File: src/design/nsl_pkg.sv
// ---------------------------------------------------------------------------
// nsl_pkg: shared types and constants of the nine-slice layout unit
// Field widths, register indexes, geometry and request structs, slice
// row and column lookup.
// ---------------------------------------------------------------------------
package nsl_pkg;

  localparam int SLICES     = 9;
  localparam int IDX_W      = 4;
  localparam int COORD_W    = 11;
  localparam int BORDER_W   = 8;
  localparam int DIM_W      = 16;
  localparam int POS_W      = 16;
  localparam int DST_W      = 18;
  localparam int SCALE_W    = 32;
  localparam int CFG_DATA_W = 16;
  localparam int CFG_IDX_W  = 3;
  localparam int DIV_STEPS  = 32;
  localparam int DIV_CNT_W  = 5;
  localparam int Q_DEPTH    = 4;
  localparam int Q_AW       = 2;
  localparam int Q_CNT_W    = 3;

  typedef enum logic [CFG_IDX_W-1:0] {
    REG_SPRITE_W,
    REG_SPRITE_H,
    REG_BORDER_L,
    REG_BORDER_R,
    REG_BORDER_T,
    REG_BORDER_B,
    REG_TARGET_W,
    REG_TARGET_H
  } cfg_reg_t;

  typedef enum logic [1:0] {
    CALC_LOAD,
    CALC_RUN,
    CALC_IDLE
  } calc_state_t;

  // One axis of the grid: three spans, in order low border, middle, high border
  typedef struct packed {
    logic [2:0][COORD_W-1:0] src_pos;
    logic [2:0][COORD_W-1:0] src_len;
    logic [2:0][DIM_W-1:0]   dst_len;
    logic [2:0][DIM_W-1:0]   dst_off;
    logic [2:0]              ok;
  } axis_t;

  typedef struct packed {
    axis_t                   col;
    axis_t                   row;
    logic [2:0][SCALE_W-1:0] scale_x;
    logic [2:0][SCALE_W-1:0] scale_y;
    logic                    present;
  } geom_t;

  // One queued request: slices still to emit and per-span destination origins
  typedef struct packed {
    logic [SLICES-1:0]     mask;
    logic [2:0][DST_W-1:0] dst_x;
    logic [2:0][DST_W-1:0] dst_y;
  } slice_req_t;

  function automatic logic [1:0] slice_row(input logic [IDX_W-1:0] k);
    logic [1:0] r;
    unique case (k)
      4'd0, 4'd1, 4'd2: r = 2'd0;
      4'd3, 4'd4, 4'd5: r = 2'd1;
      4'd6, 4'd7, 4'd8: r = 2'd2;
      default:          r = 2'd0;
    endcase
    return r;
  endfunction

  function automatic logic [1:0] slice_col(input logic [IDX_W-1:0] k);
    logic [1:0] c;
    unique case (k)
      4'd0, 4'd3, 4'd6: c = 2'd0;
      4'd1, 4'd4, 4'd7: c = 2'd1;
      4'd2, 4'd5, 4'd8: c = 2'd2;
      default:          c = 2'd0;
    endcase
    return c;
  endfunction

endpackage

File: src/design/nsl_div.sv
// ---------------------------------------------------------------------------
// nsl_div: bit-serial restoring divider
// Computes (numer << 16) / denom, one quotient bit per step, 32 steps.
// ---------------------------------------------------------------------------
module nsl_div (
  input  logic                          clk,
  input  logic                          load,
  input  logic                          step,
  input  logic [nsl_pkg::DIM_W-1:0]     numer,
  input  logic [nsl_pkg::COORD_W-1:0]   denom,
  output logic [nsl_pkg::SCALE_W-1:0]   quo
);
  import nsl_pkg::*;

  logic [COORD_W-1:0] rem_r;
  logic [COORD_W-1:0] rem_nxt;
  logic [SCALE_W-1:0] sh_r;
  logic [COORD_W:0]   trial;
  logic               fit;

  always_comb begin
    trial = {rem_r, sh_r[SCALE_W-1]};
    fit   = (trial >= {1'b0, denom});
    if (fit) begin
      rem_nxt = COORD_W'(trial - {1'b0, denom});
    end else begin
      rem_nxt = trial[COORD_W-1:0];
    end
  end

  always_ff @(posedge clk) begin
    if (load) begin
      rem_r <= '0;
      sh_r  <= {numer, {(SCALE_W-DIM_W){1'b0}}};
    end else if (step) begin
      rem_r <= rem_nxt;
      sh_r  <= {sh_r[SCALE_W-2:0], fit};
    end
  end

  assign quo = sh_r;

endmodule

File: src/design/nsl_geom.sv
// ---------------------------------------------------------------------------
// nsl_geom: configuration registers and grid geometry
// Holds the registers, clamps borders, lays out both axes and runs the six
// scale divisions after reset or any register write.
// ---------------------------------------------------------------------------
module nsl_geom #(
  parameter int MAX_SPRITE_SIZE = 1024
) (
  input  logic                            clk,
  input  logic                            rst_n,
  input  logic                            cfg_we,
  input  logic [nsl_pkg::CFG_IDX_W-1:0]   cfg_index,
  input  logic [nsl_pkg::CFG_DATA_W-1:0]  cfg_data,
  output nsl_pkg::geom_t                  geom,
  output logic                            calc_busy
);
  import nsl_pkg::*;

  localparam int SAT_LIM = (MAX_SPRITE_SIZE > ((1 << COORD_W) - 1)) ?
                           ((1 << COORD_W) - 1) : MAX_SPRITE_SIZE;
  localparam logic [COORD_W-1:0] SAT_V = COORD_W'(SAT_LIM);

  logic [COORD_W-1:0]  sprite_w_r, sprite_h_r;
  logic [BORDER_W-1:0] border_l_r, border_r_r, border_t_r, border_b_r;
  logic [DIM_W-1:0]    target_w_r, target_h_r;

  logic [COORD_W-1:0]  sw, sh;
  logic [DIM_W-1:0]    tw, th;
  axis_t               col_d, row_d;
  axis_t               col_r, row_r;
  logic                present_r;

  calc_state_t         state_r, state_nxt;
  logic [DIV_CNT_W-1:0] cnt_r, cnt_nxt;
  logic                div_load, div_step;
  logic [2:0][SCALE_W-1:0] scale_x, scale_y;

  function automatic axis_t axis_calc(input logic [COORD_W-1:0]  size,
                                      input logic [BORDER_W-1:0] b_lo,
                                      input logic [BORDER_W-1:0] b_hi,
                                      input logic [DIM_W-1:0]    tgt);
    logic [COORD_W-1:0] lo, hi, sum;
    logic [DIM_W-1:0]   span, lo_x, hi_x, sum_x;
    axis_t              a;
    if ((COORD_W'(b_lo) + COORD_W'(b_hi)) > size) begin
      lo = {1'b0, size[COORD_W-1:1]};
      hi = size - lo;
    end else begin
      lo = COORD_W'(b_lo);
      hi = COORD_W'(b_hi);
    end
    sum   = lo + hi;
    lo_x  = DIM_W'(lo);
    hi_x  = DIM_W'(hi);
    sum_x = DIM_W'(sum);
    span  = (tgt > sum_x) ? (tgt - sum_x) : '0;
    a.src_pos[0] = '0;
    a.src_pos[1] = lo;
    a.src_pos[2] = size - hi;
    a.src_len[0] = lo;
    a.src_len[1] = size - sum;
    a.src_len[2] = hi;
    a.dst_len[0] = lo_x;
    a.dst_len[1] = span;
    a.dst_len[2] = hi_x;
    a.dst_off[0] = '0;
    a.dst_off[1] = lo_x;
    a.dst_off[2] = lo_x + span;
    for (int g = 0; g < 3; g++) begin
      a.ok[g] = (a.src_len[g] != '0) && (a.dst_len[g] != '0);
    end
    return a;
  endfunction

  // Register file
  always_ff @(posedge clk) begin
    if (!rst_n) begin
      sprite_w_r <= '0;
      sprite_h_r <= '0;
      border_l_r <= '0;
      border_r_r <= '0;
      border_t_r <= '0;
      border_b_r <= '0;
      target_w_r <= DIM_W'(1);
      target_h_r <= DIM_W'(1);
    end else if (cfg_we) begin
      unique case (cfg_reg_t'(cfg_index))
        REG_SPRITE_W: sprite_w_r <= cfg_data[COORD_W-1:0];
        REG_SPRITE_H: sprite_h_r <= cfg_data[COORD_W-1:0];
        REG_BORDER_L: border_l_r <= cfg_data[BORDER_W-1:0];
        REG_BORDER_R: border_r_r <= cfg_data[BORDER_W-1:0];
        REG_BORDER_T: border_t_r <= cfg_data[BORDER_W-1:0];
        REG_BORDER_B: border_b_r <= cfg_data[BORDER_W-1:0];
        REG_TARGET_W: target_w_r <= cfg_data[DIM_W-1:0];
        REG_TARGET_H: target_h_r <= cfg_data[DIM_W-1:0];
      endcase
    end
  end

  always_comb begin
    sw    = (sprite_w_r > SAT_V) ? SAT_V : sprite_w_r;
    sh    = (sprite_h_r > SAT_V) ? SAT_V : sprite_h_r;
    tw    = (target_w_r == '0) ? DIM_W'(1) : target_w_r;
    th    = (target_h_r == '0) ? DIM_W'(1) : target_h_r;
    col_d = axis_calc(sw, border_l_r, border_r_r, tw);
    row_d = axis_calc(sh, border_t_r, border_b_r, th);
  end

  // Latch the layout at the start of a recalculation
  always_ff @(posedge clk) begin
    if (div_load) begin
      col_r     <= col_d;
      row_r     <= row_d;
      present_r <= (sw != '0) && (sh != '0);
    end
  end

  for (genvar g = 0; g < 3; g++) begin : g_div
    nsl_div u_div_x (
      .clk   (clk),
      .load  (div_load),
      .step  (div_step),
      .numer (col_d.dst_len[g]),
      .denom (col_r.src_len[g]),
      .quo   (scale_x[g])
    );
    nsl_div u_div_y (
      .clk   (clk),
      .load  (div_load),
      .step  (div_step),
      .numer (row_d.dst_len[g]),
      .denom (row_r.src_len[g]),
      .quo   (scale_y[g])
    );
  end

  always_ff @(posedge clk) begin
    if (!rst_n) begin
      state_r <= CALC_LOAD;
      cnt_r   <= '0;
    end else begin
      state_r <= state_nxt;
      cnt_r   <= cnt_nxt;
    end
  end

  always_comb begin
    state_nxt = state_r;
    cnt_nxt   = cnt_r;
    div_load  = 1'b0;
    div_step  = 1'b0;
    unique case (state_r)
      CALC_LOAD: begin
        div_load  = 1'b1;
        cnt_nxt   = '0;
        state_nxt = CALC_RUN;
      end
      CALC_RUN: begin
        div_step = 1'b1;
        cnt_nxt  = cnt_r + 1'b1;
        if (cnt_r == DIV_CNT_W'(DIV_STEPS - 1)) begin
          state_nxt = CALC_IDLE;
        end
      end
      CALC_IDLE: begin
      end
      default: state_nxt = CALC_LOAD;
    endcase
    if (cfg_we) begin
      state_nxt = CALC_LOAD;
    end
  end

  assign calc_busy     = (state_r != CALC_IDLE);
  assign geom.col      = col_r;
  assign geom.row      = row_r;
  assign geom.scale_x  = scale_x;
  assign geom.scale_y  = scale_y;
  assign geom.present  = present_r;

  a_write_recalc: assert property (@(posedge clk) disable iff (!rst_n)
    cfg_we |=> (state_r == CALC_LOAD))
    else $error("register write did not restart the layout calculation");

  a_run_ends: assert property (@(posedge clk) disable iff (!rst_n)
    (state_r == CALC_RUN && cnt_r == DIV_CNT_W'(DIV_STEPS - 1) && !cfg_we)
      |=> (state_r == CALC_IDLE))
    else $error("layout calculation overran its step count");

endmodule

File: src/design/nsl_front.sv
// ---------------------------------------------------------------------------
// nsl_front: request intake
// Accepts a position, works out the span origins and the mask of non-empty
// slices, and queues the request; requests with no slices are dropped.
// ---------------------------------------------------------------------------
module nsl_front (
  input  logic                              start,
  input  logic signed [nsl_pkg::POS_W-1:0]  in_pos_x,
  input  logic signed [nsl_pkg::POS_W-1:0]  in_pos_y,
  input  nsl_pkg::geom_t                    geom,
  input  logic                              calc_busy,
  input  logic                              q_full,
  output logic                              busy,
  output logic                              push,
  output nsl_pkg::slice_req_t               req
);
  import nsl_pkg::*;

  logic [DST_W-1:0] px, py;

  always_comb begin
    px = {{(DST_W-POS_W){in_pos_x[POS_W-1]}}, in_pos_x};
    py = {{(DST_W-POS_W){in_pos_y[POS_W-1]}}, in_pos_y};
    for (int g = 0; g < 3; g++) begin
      req.dst_x[g] = px + DST_W'(geom.col.dst_off[g]);
      req.dst_y[g] = py + DST_W'(geom.row.dst_off[g]);
    end
    for (int k = 0; k < SLICES; k++) begin
      req.mask[k] = geom.present
                  & geom.col.ok[slice_col(IDX_W'(k))]
                  & geom.row.ok[slice_row(IDX_W'(k))];
    end
    busy = calc_busy | q_full;
    push = start & ~busy & (|req.mask);
  end

endmodule

File: src/design/nsl_queue.sv
// ---------------------------------------------------------------------------
// nsl_queue: request queue between intake and emitter
// Four entries, push and pop in the same cycle allowed.
// ---------------------------------------------------------------------------
module nsl_queue (
  input  logic                 clk,
  input  logic                 rst_n,
  input  logic                 push,
  input  nsl_pkg::slice_req_t  push_req,
  input  logic                 pop,
  output nsl_pkg::slice_req_t  head,
  output logic                 empty,
  output logic                 full
);
  import nsl_pkg::*;

  slice_req_t         mem [Q_DEPTH];
  logic [Q_AW-1:0]    wr_r, rd_r;
  logic [Q_CNT_W-1:0] cnt_r;

  always_ff @(posedge clk) begin
    if (push) begin
      mem[wr_r] <= push_req;
    end
  end

  always_ff @(posedge clk) begin
    if (!rst_n) begin
      wr_r  <= '0;
      rd_r  <= '0;
      cnt_r <= '0;
    end else begin
      if (push) begin
        wr_r <= wr_r + 1'b1;
      end
      if (pop) begin
        rd_r <= rd_r + 1'b1;
      end
      if (push && !pop) begin
        cnt_r <= cnt_r + 1'b1;
      end else if (pop && !push) begin
        cnt_r <= cnt_r - 1'b1;
      end
    end
  end

  assign head  = mem[rd_r];
  assign empty = (cnt_r == '0);
  assign full  = (cnt_r == Q_CNT_W'(Q_DEPTH));

endmodule

File: src/design/nsl_back.sv
// ---------------------------------------------------------------------------
// nsl_back: slice emitter
// Walks the slice mask of the current request, one blit command a cycle,
// and loads the next request in the cycle the last slice goes out.
// ---------------------------------------------------------------------------
module nsl_back (
  input  logic                              clk,
  input  logic                              rst_n,
  input  nsl_pkg::geom_t                    geom,
  input  logic                              calc_busy,
  input  logic                              q_empty,
  input  nsl_pkg::slice_req_t               head,
  output logic                              pop,
  output logic                              out_strobe,
  output logic [nsl_pkg::IDX_W-1:0]         out_slice_index,
  output logic [nsl_pkg::COORD_W-1:0]       out_src_s,
  output logic [nsl_pkg::COORD_W-1:0]       out_src_t,
  output logic [nsl_pkg::COORD_W-1:0]       out_src_w,
  output logic [nsl_pkg::COORD_W-1:0]       out_src_h,
  output logic signed [nsl_pkg::DST_W-1:0]  out_dst_x,
  output logic signed [nsl_pkg::DST_W-1:0]  out_dst_y,
  output logic [nsl_pkg::DIM_W-1:0]         out_dst_w,
  output logic [nsl_pkg::DIM_W-1:0]         out_dst_h,
  output logic [nsl_pkg::SCALE_W-1:0]       out_scale_x,
  output logic [nsl_pkg::SCALE_W-1:0]       out_scale_y,
  output logic                              out_last
);
  import nsl_pkg::*;

  slice_req_t        cur_r;
  logic [SLICES-1:0] rem_r, rem_nxt;
  logic [SLICES-1:0] low;
  logic [IDX_W-1:0]  k;
  logic [1:0]        row, col;
  logic              done;

  logic                out_strobe_r;
  logic [IDX_W-1:0]    out_slice_index_r;
  logic [COORD_W-1:0]  out_src_s_r, out_src_t_r, out_src_w_r, out_src_h_r;
  logic [DST_W-1:0]    out_dst_x_r, out_dst_y_r;
  logic [DIM_W-1:0]    out_dst_w_r, out_dst_h_r;
  logic [SCALE_W-1:0]  out_scale_x_r, out_scale_y_r;
  logic                out_last_r;

  always_comb begin
    low = rem_r & (~rem_r + 1'b1);
    k   = '0;
    for (int i = 0; i < SLICES; i++) begin
      if (low[i]) begin
        k = IDX_W'(i);
      end
    end
    row     = slice_row(k);
    col     = slice_col(k);
    done    = ((rem_r & ~low) == '0);
    pop     = done & ~q_empty;
    rem_nxt = pop ? head.mask : (rem_r & ~low);
  end

  always_ff @(posedge clk) begin
    if (!rst_n) begin
      rem_r        <= '0;
      out_strobe_r <= 1'b0;
    end else begin
      rem_r        <= rem_nxt;
      out_strobe_r <= |rem_r;
    end
  end

  always_ff @(posedge clk) begin
    if (pop) begin
      cur_r <= head;
    end
    out_slice_index_r <= k;
    out_src_s_r       <= geom.col.src_pos[col];
    out_src_t_r       <= geom.row.src_pos[row];
    out_src_w_r       <= geom.col.src_len[col];
    out_src_h_r       <= geom.row.src_len[row];
    out_dst_x_r       <= cur_r.dst_x[col];
    out_dst_y_r       <= cur_r.dst_y[row];
    out_dst_w_r       <= geom.col.dst_len[col];
    out_dst_h_r       <= geom.row.dst_len[row];
    out_scale_x_r     <= geom.scale_x[col];
    out_scale_y_r     <= geom.scale_y[row];
    out_last_r        <= done;
  end

  assign out_strobe      = out_strobe_r;
  assign out_slice_index = out_slice_index_r;
  assign out_src_s       = out_src_s_r;
  assign out_src_t       = out_src_t_r;
  assign out_src_w       = out_src_w_r;
  assign out_src_h       = out_src_h_r;
  assign out_dst_x       = out_dst_x_r;
  assign out_dst_y       = out_dst_y_r;
  assign out_dst_w       = out_dst_w_r;
  assign out_dst_h       = out_dst_h_r;
  assign out_scale_x     = out_scale_x_r;
  assign out_scale_y     = out_scale_y_r;
  assign out_last        = out_last_r;

  a_geom_stable: assert property (@(posedge clk) disable iff (!rst_n)
    (rem_r != '0) |-> !calc_busy)
    else $error("slices emitted while the layout was being recalculated");

  a_more_follow: assert property (@(posedge clk) disable iff (!rst_n)
    (out_strobe_r && !out_last_r) |-> (rem_r != '0))
    else $error("request ended without a last slice");

  a_load_nonempty: assert property (@(posedge clk) disable iff (!rst_n)
    pop |=> (rem_r != '0))
    else $error("queued request carried no slice");

endmodule

File: src/design/nine_slice_layout_unit.sv
// ---------------------------------------------------------------------------
// nine_slice_layout_unit: nine-slice sprite layout engine
// Turns a destination position into up to nine blit commands, row-major,
// each with source and destination rectangles and 16.16 scale factors.
// ---------------------------------------------------------------------------
//
//  Channel  Handshake              Payload
//  -------  ---------------------  -------------------------------------------
//  input    start, busy            in_pos_x, in_pos_y
//  result   out_strobe (1 cycle)   slice index, src rect, dst rect, scales, last
//  config   cfg_we                 cfg_index, cfg_data
//
//  A request is taken at an edge with start high and busy low. The emitter
//  issues one command for each non-empty slice, one a cycle; requests whose
//  layout has no slice are dropped at intake. With the emitter idle, a request
//  passes through the queue, the emitter's slice mask register and the output
//  registers before its first command is on the result ports. After reset and
//  after every register write, busy stays high while the six scale factors go
//  through the bit-serial dividers. Results cannot be held off; a four-entry
//  request queue lets intake keep accepting while the emitter works through
//  the current request.
// ---------------------------------------------------------------------------
module nine_slice_layout_unit #(
  parameter int MAX_SPRITE_SIZE = 1024
) (
  input  logic                              clk,
  input  logic                              rst_n,
  // Request intake
  input  logic                              start,
  output logic                              busy,
  input  logic signed [nsl_pkg::POS_W-1:0]  in_pos_x,
  input  logic signed [nsl_pkg::POS_W-1:0]  in_pos_y,
  // Configuration writes
  input  logic                              cfg_we,
  input  logic [nsl_pkg::CFG_IDX_W-1:0]     cfg_index,
  input  logic [nsl_pkg::CFG_DATA_W-1:0]    cfg_data,
  // Blit commands
  output logic                              out_strobe,
  output logic [nsl_pkg::IDX_W-1:0]         out_slice_index,
  output logic [nsl_pkg::COORD_W-1:0]       out_src_s,
  output logic [nsl_pkg::COORD_W-1:0]       out_src_t,
  output logic [nsl_pkg::COORD_W-1:0]       out_src_w,
  output logic [nsl_pkg::COORD_W-1:0]       out_src_h,
  output logic signed [nsl_pkg::DST_W-1:0]  out_dst_x,
  output logic signed [nsl_pkg::DST_W-1:0]  out_dst_y,
  output logic [nsl_pkg::DIM_W-1:0]         out_dst_w,
  output logic [nsl_pkg::DIM_W-1:0]         out_dst_h,
  output logic [nsl_pkg::SCALE_W-1:0]       out_scale_x,
  output logic [nsl_pkg::SCALE_W-1:0]       out_scale_y,
  output logic                              out_last
);
  import nsl_pkg::*;

  geom_t      geom;
  logic       calc_busy;
  logic       q_full, q_empty;
  logic       push, pop;
  slice_req_t req;
  slice_req_t head;

  // Registers, clamped layout and scale dividers
  nsl_geom #(
    .MAX_SPRITE_SIZE (MAX_SPRITE_SIZE)
  ) u_geom (
    .clk       (clk),
    .rst_n     (rst_n),
    .cfg_we    (cfg_we),
    .cfg_index (cfg_index),
    .cfg_data  (cfg_data),
    .geom      (geom),
    .calc_busy (calc_busy)
  );

  // Intake: hold off requests while recalculating or the queue is full
  nsl_front u_front (
    .start     (start),
    .in_pos_x  (in_pos_x),
    .in_pos_y  (in_pos_y),
    .geom      (geom),
    .calc_busy (calc_busy),
    .q_full    (q_full),
    .busy      (busy),
    .push      (push),
    .req       (req)
  );

  nsl_queue u_queue (
    .clk      (clk),
    .rst_n    (rst_n),
    .push     (push),
    .push_req (req),
    .pop      (pop),
    .head     (head),
    .empty    (q_empty),
    .full     (q_full)
  );

  // Emitter: advance one slice a cycle, drop to the next request on the last
  nsl_back u_back (
    .clk             (clk),
    .rst_n           (rst_n),
    .geom            (geom),
    .calc_busy       (calc_busy),
    .q_empty         (q_empty),
    .head            (head),
    .pop             (pop),
    .out_strobe      (out_strobe),
    .out_slice_index (out_slice_index),
    .out_src_s       (out_src_s),
    .out_src_t       (out_src_t),
    .out_src_w       (out_src_w),
    .out_src_h       (out_src_h),
    .out_dst_x       (out_dst_x),
    .out_dst_y       (out_dst_y),
    .out_dst_w       (out_dst_w),
    .out_dst_h       (out_dst_h),
    .out_scale_x     (out_scale_x),
    .out_scale_y     (out_scale_y),
    .out_last        (out_last)
  );

endmodule
File: config.mk
export PLATFORM = sky130hd
export DESIGN_NAME = nine_slice_layout_unit
export DESIGN_NICKNAME = d
export VERILOG_FILES = /design/src/design/nsl_pkg.sv /design/src/design/nsl_div.sv /design/src/design/nsl_geom.sv /design/src/design/nsl_front.sv /design/src/design/nsl_queue.sv /design/src/design/nsl_back.sv /design/src/design/nine_slice_layout_unit.sv
export SDC_FILE = /design/constraint.sdc
export NUM_CORES = 2
export LEC_CHECK = 0
export BUFFER_PORTS_ARGS = -buffer_cell sky130_fd_sc_hd__buf_2
export CORE_AREA = 5 5 347 485
export CTS_BUF_LIST = sky130_fd_sc_hd__clkbuf_4
export DETAILED_ROUTE_END_ITERATION = 8
export DIE_AREA = 0 0 352 490
export PLACE_DENSITY = 0.66
export SLEW_MARGIN = 20
export SYNTH_ARGS = -nofsm -noshare
export SYNTH_HDL_FRONTEND = slang
export SYNTH_HIERARCHICAL = 1
export SYNTH_SLANG_ARGS = --single-unit
File: constraint.sdc
create_clock -name clk -period 14.7 [get_ports clk]
set_input_delay 2.205 -clock clk [delete_from_list [all_inputs] [get_ports clk]]
set_output_delay 2.205 -clock clk [all_outputs]
set_load 0.01 [all_outputs]
=== Yosys cells after proc, flatten, opt, wreduce, memory -nomap -nowiden ===
Memories as Yosys holds them, arrays and structs flattened. A register that Yosys moved wholly into a read port is not among the register bits.
Index checks and enable logic that the tools add are counted.

* Output and inout bits: 183
* Bits in writable memories: 468
* Memories: 3
* Register bits: 816
* Word-level logic and storage cells: 256
* Bits in read-only memories: 64
* Input bits: 55

{| class="wikitable"
|+ Memory list
! name !! depth !! bits a word !! read ports !! clocked after memory_dff !! wr ports !! RTL line !! source
|-
| u_queue.mem || 4 || 117 || 1 || 1 || 1 || nsl_queue.sv:17 || <nowiki>slice_req_t mem [Q_DEPTH];</nowiki>
|-
| (name not given) || 16 || 2 || 1 || 0 || 0 || nsl_pkg.sv:67 || <nowiki>unique case (k)</nowiki>
|-
| (name not given) || 16 || 2 || 1 || 0 || 0 || nsl_pkg.sv:78 || <nowiki>unique case (k)</nowiki>
|}

* Equal/unequal tests: 13
* Add/subtract/negate cells: 30
* Bitwise logic cells: 24
* Mux-type cells: 68
* Reductions and logical operators: 38
* Order comparisons: 14

{| class="wikitable"
|+ Operators with widths
! cell !! number
|-
| $mux W27 || 8
|-
| $mux W32 || 6
|-
| $mux W11 || 14
|-
| $bmux W32 S2 || 2
|-
| $sub A11 B11 Y11 || 10
|-
| $mux W16 || 6
|-
| $bmux W11 S2 || 4
|-
| $reduce_bool A11 Y1 || 8
|-
| $bmux W18 S2 || 2
|-
| $ge A12 B11 Y1 || 6
|-
| $bmux W16 S2 || 2
|-
| $add A16 B17 Y18 || 2
|-
| $mux W18 || 2
|-
| $add A16 B12 Y17 || 2
|-
| $add A10 B16 Y16 || 2
|-
| $gt A16 B11 Y1 || 2
|-
| $logic_not A16 Y1 || 2
|-
| $reduce_bool A16 Y1 || 2
|-
| $sub A16 B11 Y16 || 2
|-
| $add A10 B11 Y11 || 2
|-
| $gt A11 B11 Y1 || 2
|-
| $gt A11 B11 Y1 const B || 2
|-
| $sub A11 B10 Y11 || 2
|-
| $mux W10 || 2
|-
| other kinds (36) || 93
|}

=== Longest topological paths before layout ===
An unclocked memory read counts as a cell.

* Word-level depth: 14
* Depth in mapped cells: 50
* Mapped depth without buffers: 46

=== Hierarchy ===
Netlist, hierarchy kept.

{| class="wikitable"
|+ By module, submodules not included
! module !! area each (um2) !! cells each !! seq. area each (um2) !! times used
|-
| nsl_geom || 17,535.6 || 1,864 || 6,576.3 || 1
|-
| nsl_queue || 17,289.1 || 654 || 14,233.7 || 1
|-
| nsl_div (u_geom.g_div[0].u_div_y ...) || 2,343.5 || 230 || 1,021.0 || 5
|-
| nsl_back || 11,265.8 || 968 || 7,066.8 || 1
|-
| nsl_front || 4,783.3 || 652 || 0.0 || 1
|-
| nsl_div (u_geom.g_div[0].u_div_x) || 2,363.5 || 232 || 1,021.0 || 1
|}

=== Least setup slack after synthesis ===
No wires, ideal clock.

* Path kind: register to register
* Start: reg u_geom.state_r[1]
* End: reg u_geom.g_div[1].u_div_y.sh_r[27], data pin
* Setup time: 0.256 ns
* Data required time: 14.444 ns
* Path buffers: 2
* Path slack: 5.354 ns
* Arrival time: 9.089 ns
* Period minus slack after synthesis: 9.346 ns
* Cell stages (with the launch flop): 6
* Cell sequence: dfxtp_1 > clkbuf_1 > nor2_1 > nor2b_1 > clkbuf_1 > a22o_1

* Word-level cells in the longest chain between the ends: 3

{| class="wikitable"
|+ RTL lines
! what !! RTL line !! source
|-
| start: declaration || nsl_geom.sv:33 || <nowiki>calc_state_t state_r, state_nxt;</nowiki>
|-
| start signal: assignment || nsl_geom.sv:142 || <nowiki>state_r <= state_nxt;</nowiki>
|-
| $logic_not A2 Y1 || nsl_geom.sv:152 || <nowiki>unique case (state_r)</nowiki>
|-
| $mux W1 || nsl_geom.sv:152 ||
|-
| via u_geom.div_load || nsl_geom.sv:35 || <nowiki>logic div_load, div_step;</nowiki>
|-
| $mux W32 || nsl_div.sv:32 || <nowiki>if (load) begin</nowiki>
|-
| end signal: assignment || nsl_div.sv:34 || <nowiki>sh_r <= {numer, {(SCALE_W-DIM_W){1'b0}}};</nowiki>
|-
| end signal: assignment || nsl_div.sv:37 || <nowiki>sh_r <= {sh_r[SCALE_W-2:0], fit};</nowiki>
|-
| end: declaration || nsl_div.sv:17 || <nowiki>logic [SCALE_W-1:0] sh_r;</nowiki>
|}

The timed path passes the listed nets, and every way through them passes these cells.
A chain may end at the register's enable or synchronous reset.

==> impl_metrics.env <==
export IMPL_status="completed"
export IMPL_antenna_found_initial=25
export IMPL_fin_util=0.437
export IMPL_wl_per_cell_um=20.2
export IMPL_cts_tree="done"
export IMPL_ys_seq_area_frac=0.523
export IMPL_io_buffers=237
export IMPL_finalPower_mw=12.8
export IMPL_async_flop_share=0
export IMPL_ios=238
export IMPL_clk_latency_ps=1250
export IMPL_vias_per_cell=5.32
export IMPL_initial_core_util=0.397
export IMPL_final_nets=6268
export IMPL_fillers=15200
export IMPL_drive_gt1_frac=0.169
export IMPL_final_cells=8242
export IMPL_drc=0
export IMPL_synth_top_area_share=0.383
export IMPL_hold_class="flip-flop to flip-flop"
export IMPL_post_cts_buffers=0
export IMPL_crit_path_end_kind="flip-flop"
export IMPL_drt_iter0_drc=3055
export IMPL_vdd_ir_drop_max_v=0.000237
export IMPL_syn_inst=5520
export IMPL_synth_flop_cell="edfxtp_1"
export IMPL_cpPeakStageDelay_ps=520
export IMPL_cp_required_ps=15620
export IMPL_overflow=0
export IMPL_numCtsBuffers=334
export IMPL_rsz0062_at_grt="false"
export IMPL_vias=43900
export IMPL_ctsHtreeMaxLevel=5
export IMPL_whs_ps=425
export IMPL_ys_warn_count=6
export IMPL_cpMostUsedCell="a21oi_1"
export IMPL_mostFrequentLayoutCells="edfxtp_1, nand2_1, clkbuf_4, dfxtp_1, nor2_1"
export IMPL_p_clk_frac=0.244
export IMPL_dpl_hpwl_mm=116
export IMPL_layout_cells_most_common="edfxtp_1"
export IMPL_ys_ff_latch=1284
export IMPL_cts_hold_buffers=0
export IMPL_power_switching_share=0.370
export IMPL_die_w_um=352
export IMPL_synth_distinct_cells=107
export IMPL_slew_violations=0
export IMPL_pwr_share_comb=0.360
export IMPL_grt_pass1_wl_mm=254
export IMPL_multi_input_area_um2=28000
export IMPL_switchingPower_mw=4.75
export IMPL_core_um2=164000
export IMPL_startpoint_type="flip-flop"
export IMPL_finalCritPeriodShare=0.691
export IMPL_syn_cell_area_um2=65000
export IMPL_crit_type="flip-flop to flip-flop"
export IMPL_rows=176
export IMPL_gp_congestion=0.897
export IMPL_path_clk_slew_ps=70
export IMPL_fin_skew_ps=111
export IMPL_finalSetupViolCount=0
export IMPL_cts_resized=0
export IMPL_grt_pass1_vias=43800
export IMPL_fmax_ghz=0.0984
export IMPL_cp_max_fo=22
export IMPL_synth_edff_count=829
export IMPL_hold_viol_final=0
export IMPL_die_h_um=490
export IMPL_cpMaxStageDelayCell="a211oi_1"
export IMPL_first_pass_iters=5
export IMPL_seq_power_share=0.395
export IMPL_maxCapViolCount=0
export IMPL_syn2layout_area_growth_pct=9.96
export IMPL_regArea_um2=34000
export IMPL_setup_tns_ps=0
export IMPL_powerDensity_nw_per_um2=180
export IMPL_arrival_ps=11080
export IMPL_leakagePower_nw=27.7
export IMPL_antenna_left=0
export IMPL_cts_buffer_depth=4
export IMPL_ys_top_cells_by_area="edfxtp_1, dfxtp_1, ha_1"
export IMPL_period_needed_ps=10160
export IMPL_cts_root_buf="clkbuf_4"
export IMPL_p_int_mw=8.08
export IMPL_synth_area_leader_cell="edfxtp_1"
export IMPL_routed_wirelength_mm=166
export IMPL_die_area_um2=172000
export IMPL_tightest_slew_ps=1140
export IMPL_grtUsageTotal=0.187
export IMPL_dpl_cell_count=7646
export IMPL_slew_headroom=0.242
export IMPL_grt_max_degree=153
export IMPL_syn_area_per_cell_um2=11.8
export IMPL_cts_sinks=1284
-- final timing paths --
check	startpoint	to	slack (ps)	depth (start not counted)
worst min-delay path	u_geom/geom[357]	u_back/out_src_t[10]	430	2
worst max-delay path	u_geom/border_l_r[0]	u_geom/geom[405]	4540	42
worst min register to register	u_geom/geom[357]	u_back/out_src_t[10]	430	2
worst max register to register	u_geom/border_l_r[0]	u_geom/geom[405]	4540	42
-- critical path, delay by kind of cell, from the launching register on --
family                   cells  cell delay, ps
AO/OA/AOI/OAI               20            4390
XOR/XNOR                     1             130
buffers and inverters        2             570
multiplexers                 2             770
AND/OR/NAND/NOR             10            1310
flip-flops                   1             330
adder cells (fa/ha/maj)      7            2370
-- routing by layer --
layer	routed length, um	vias up	global-route usage
li1	-	20800	-
met1	70200	21200	0.242
met2	78600	1442	0.307
met3	11200	330	0.0400
met4	6030	14	0.0776
met5	93	-	0
-- cell families (layout without fill, tap and decap cells) --
| family | count (synthesis) | after routing | synth area share |
|---|---|---|---|
| flops | 1284 | 1284 | 0.523 |
| fa+ha+maj | 367 | 367 | 0.0737 |
| mux | 475 | 475 | 0.0967 |
| buf+inv | 654 | 1095 | 0.0538 |
| xor+xnor | 223 | 223 | 0.0301 |
| simple gates | 1366 | 1366 | 0.101 |
| other cells | 1 | 146 | 0.0000577 |
| compound gates | 1150 | 1150 | 0.121 |
-- through the flow --
stage | area (um2) | worst slack (ps)
finish | 71400 | 4540
global route | 71400 | 3630
CTS | 71400 | 4610
detailed placement | 67100 | 4620
global placement | 67100 | 4730
floorplan | 65400 | 5350
-- flip-flops by register name, indices dropped and copies added (netlist names), 16 cells and up, named ones only --
name	cells
u_back/out_scale_y	32
u_back/out_dst_h	16
u_back/out_dst_y	18
u_back/cur_r	108
u_geom/g_div.u_div_x/rem_r	33
u_geom/geom	156
u_back/out_dst_w	16
u_geom/g_div.u_div_y/rem_r	33
u_back/out_scale_x	32
u_geom/target_h_r	16
u_queue/mem	468
u_geom/g_div.u_div_y/quo	96
u_geom/target_w_r	16
u_back/out_dst_x	18
u_geom/g_div.u_div_x/quo	96
-- power by group through the flow --
stage / Sequential, mW / Clock, mW / Combinational, mW
6_report: 5.07 / 3.13 / 4.62
5_1_grt: 5.13 / 3.44 / 5.01
4_1_cts: 5.08 / 3.25 / 4.66
3_5_place_dp: 5.15 / 0 / 4.64
3_3_place_gp: 5.15 / 0 / 4.58
2_1_floorplan: 5.08 / 0 / 3.26
-- synth_stat cells, drive strengths merged (13+ instances only) --
cell type,instances
o22ai,16
and3,29
mux4,117
a31oi,15
o31a,26
nor3b,13
or2,16
nor2b,70
nor3,65
inv,239
mux2,28
nor4,32
a22o,87
o21bai,23
o31ai,20
nand2b,60
nor2,365
dfxtp,455
nand4,18
o21a,44
nand2,543
a211oi,80
o211ai,42
nor4bb,18
or3,19
and2,24
clkbuf,124
fa,26
a21o,56
a21oi,185
xor2,62
edfxtp,829
mux2i,330
a311oi,17
buf,291
ha,341
o21ai,363
xnor2,161
a21boi,100
nand3,41
-- layout make-up --
cell class | count | share of cell area
flip-flops and latches | 1284 | 0.476
multi-input cells | 3713 | 0.393
clock buffers | 472 | 0.0496
well taps | 2136 | 0.0374
repair buffers | 274 | 0.0208
inverters | 239 | 0.0126
clock inverters | 110 | 0.0102
diodes | 14 | 0.000490
(Power assumes the default switching activity.)
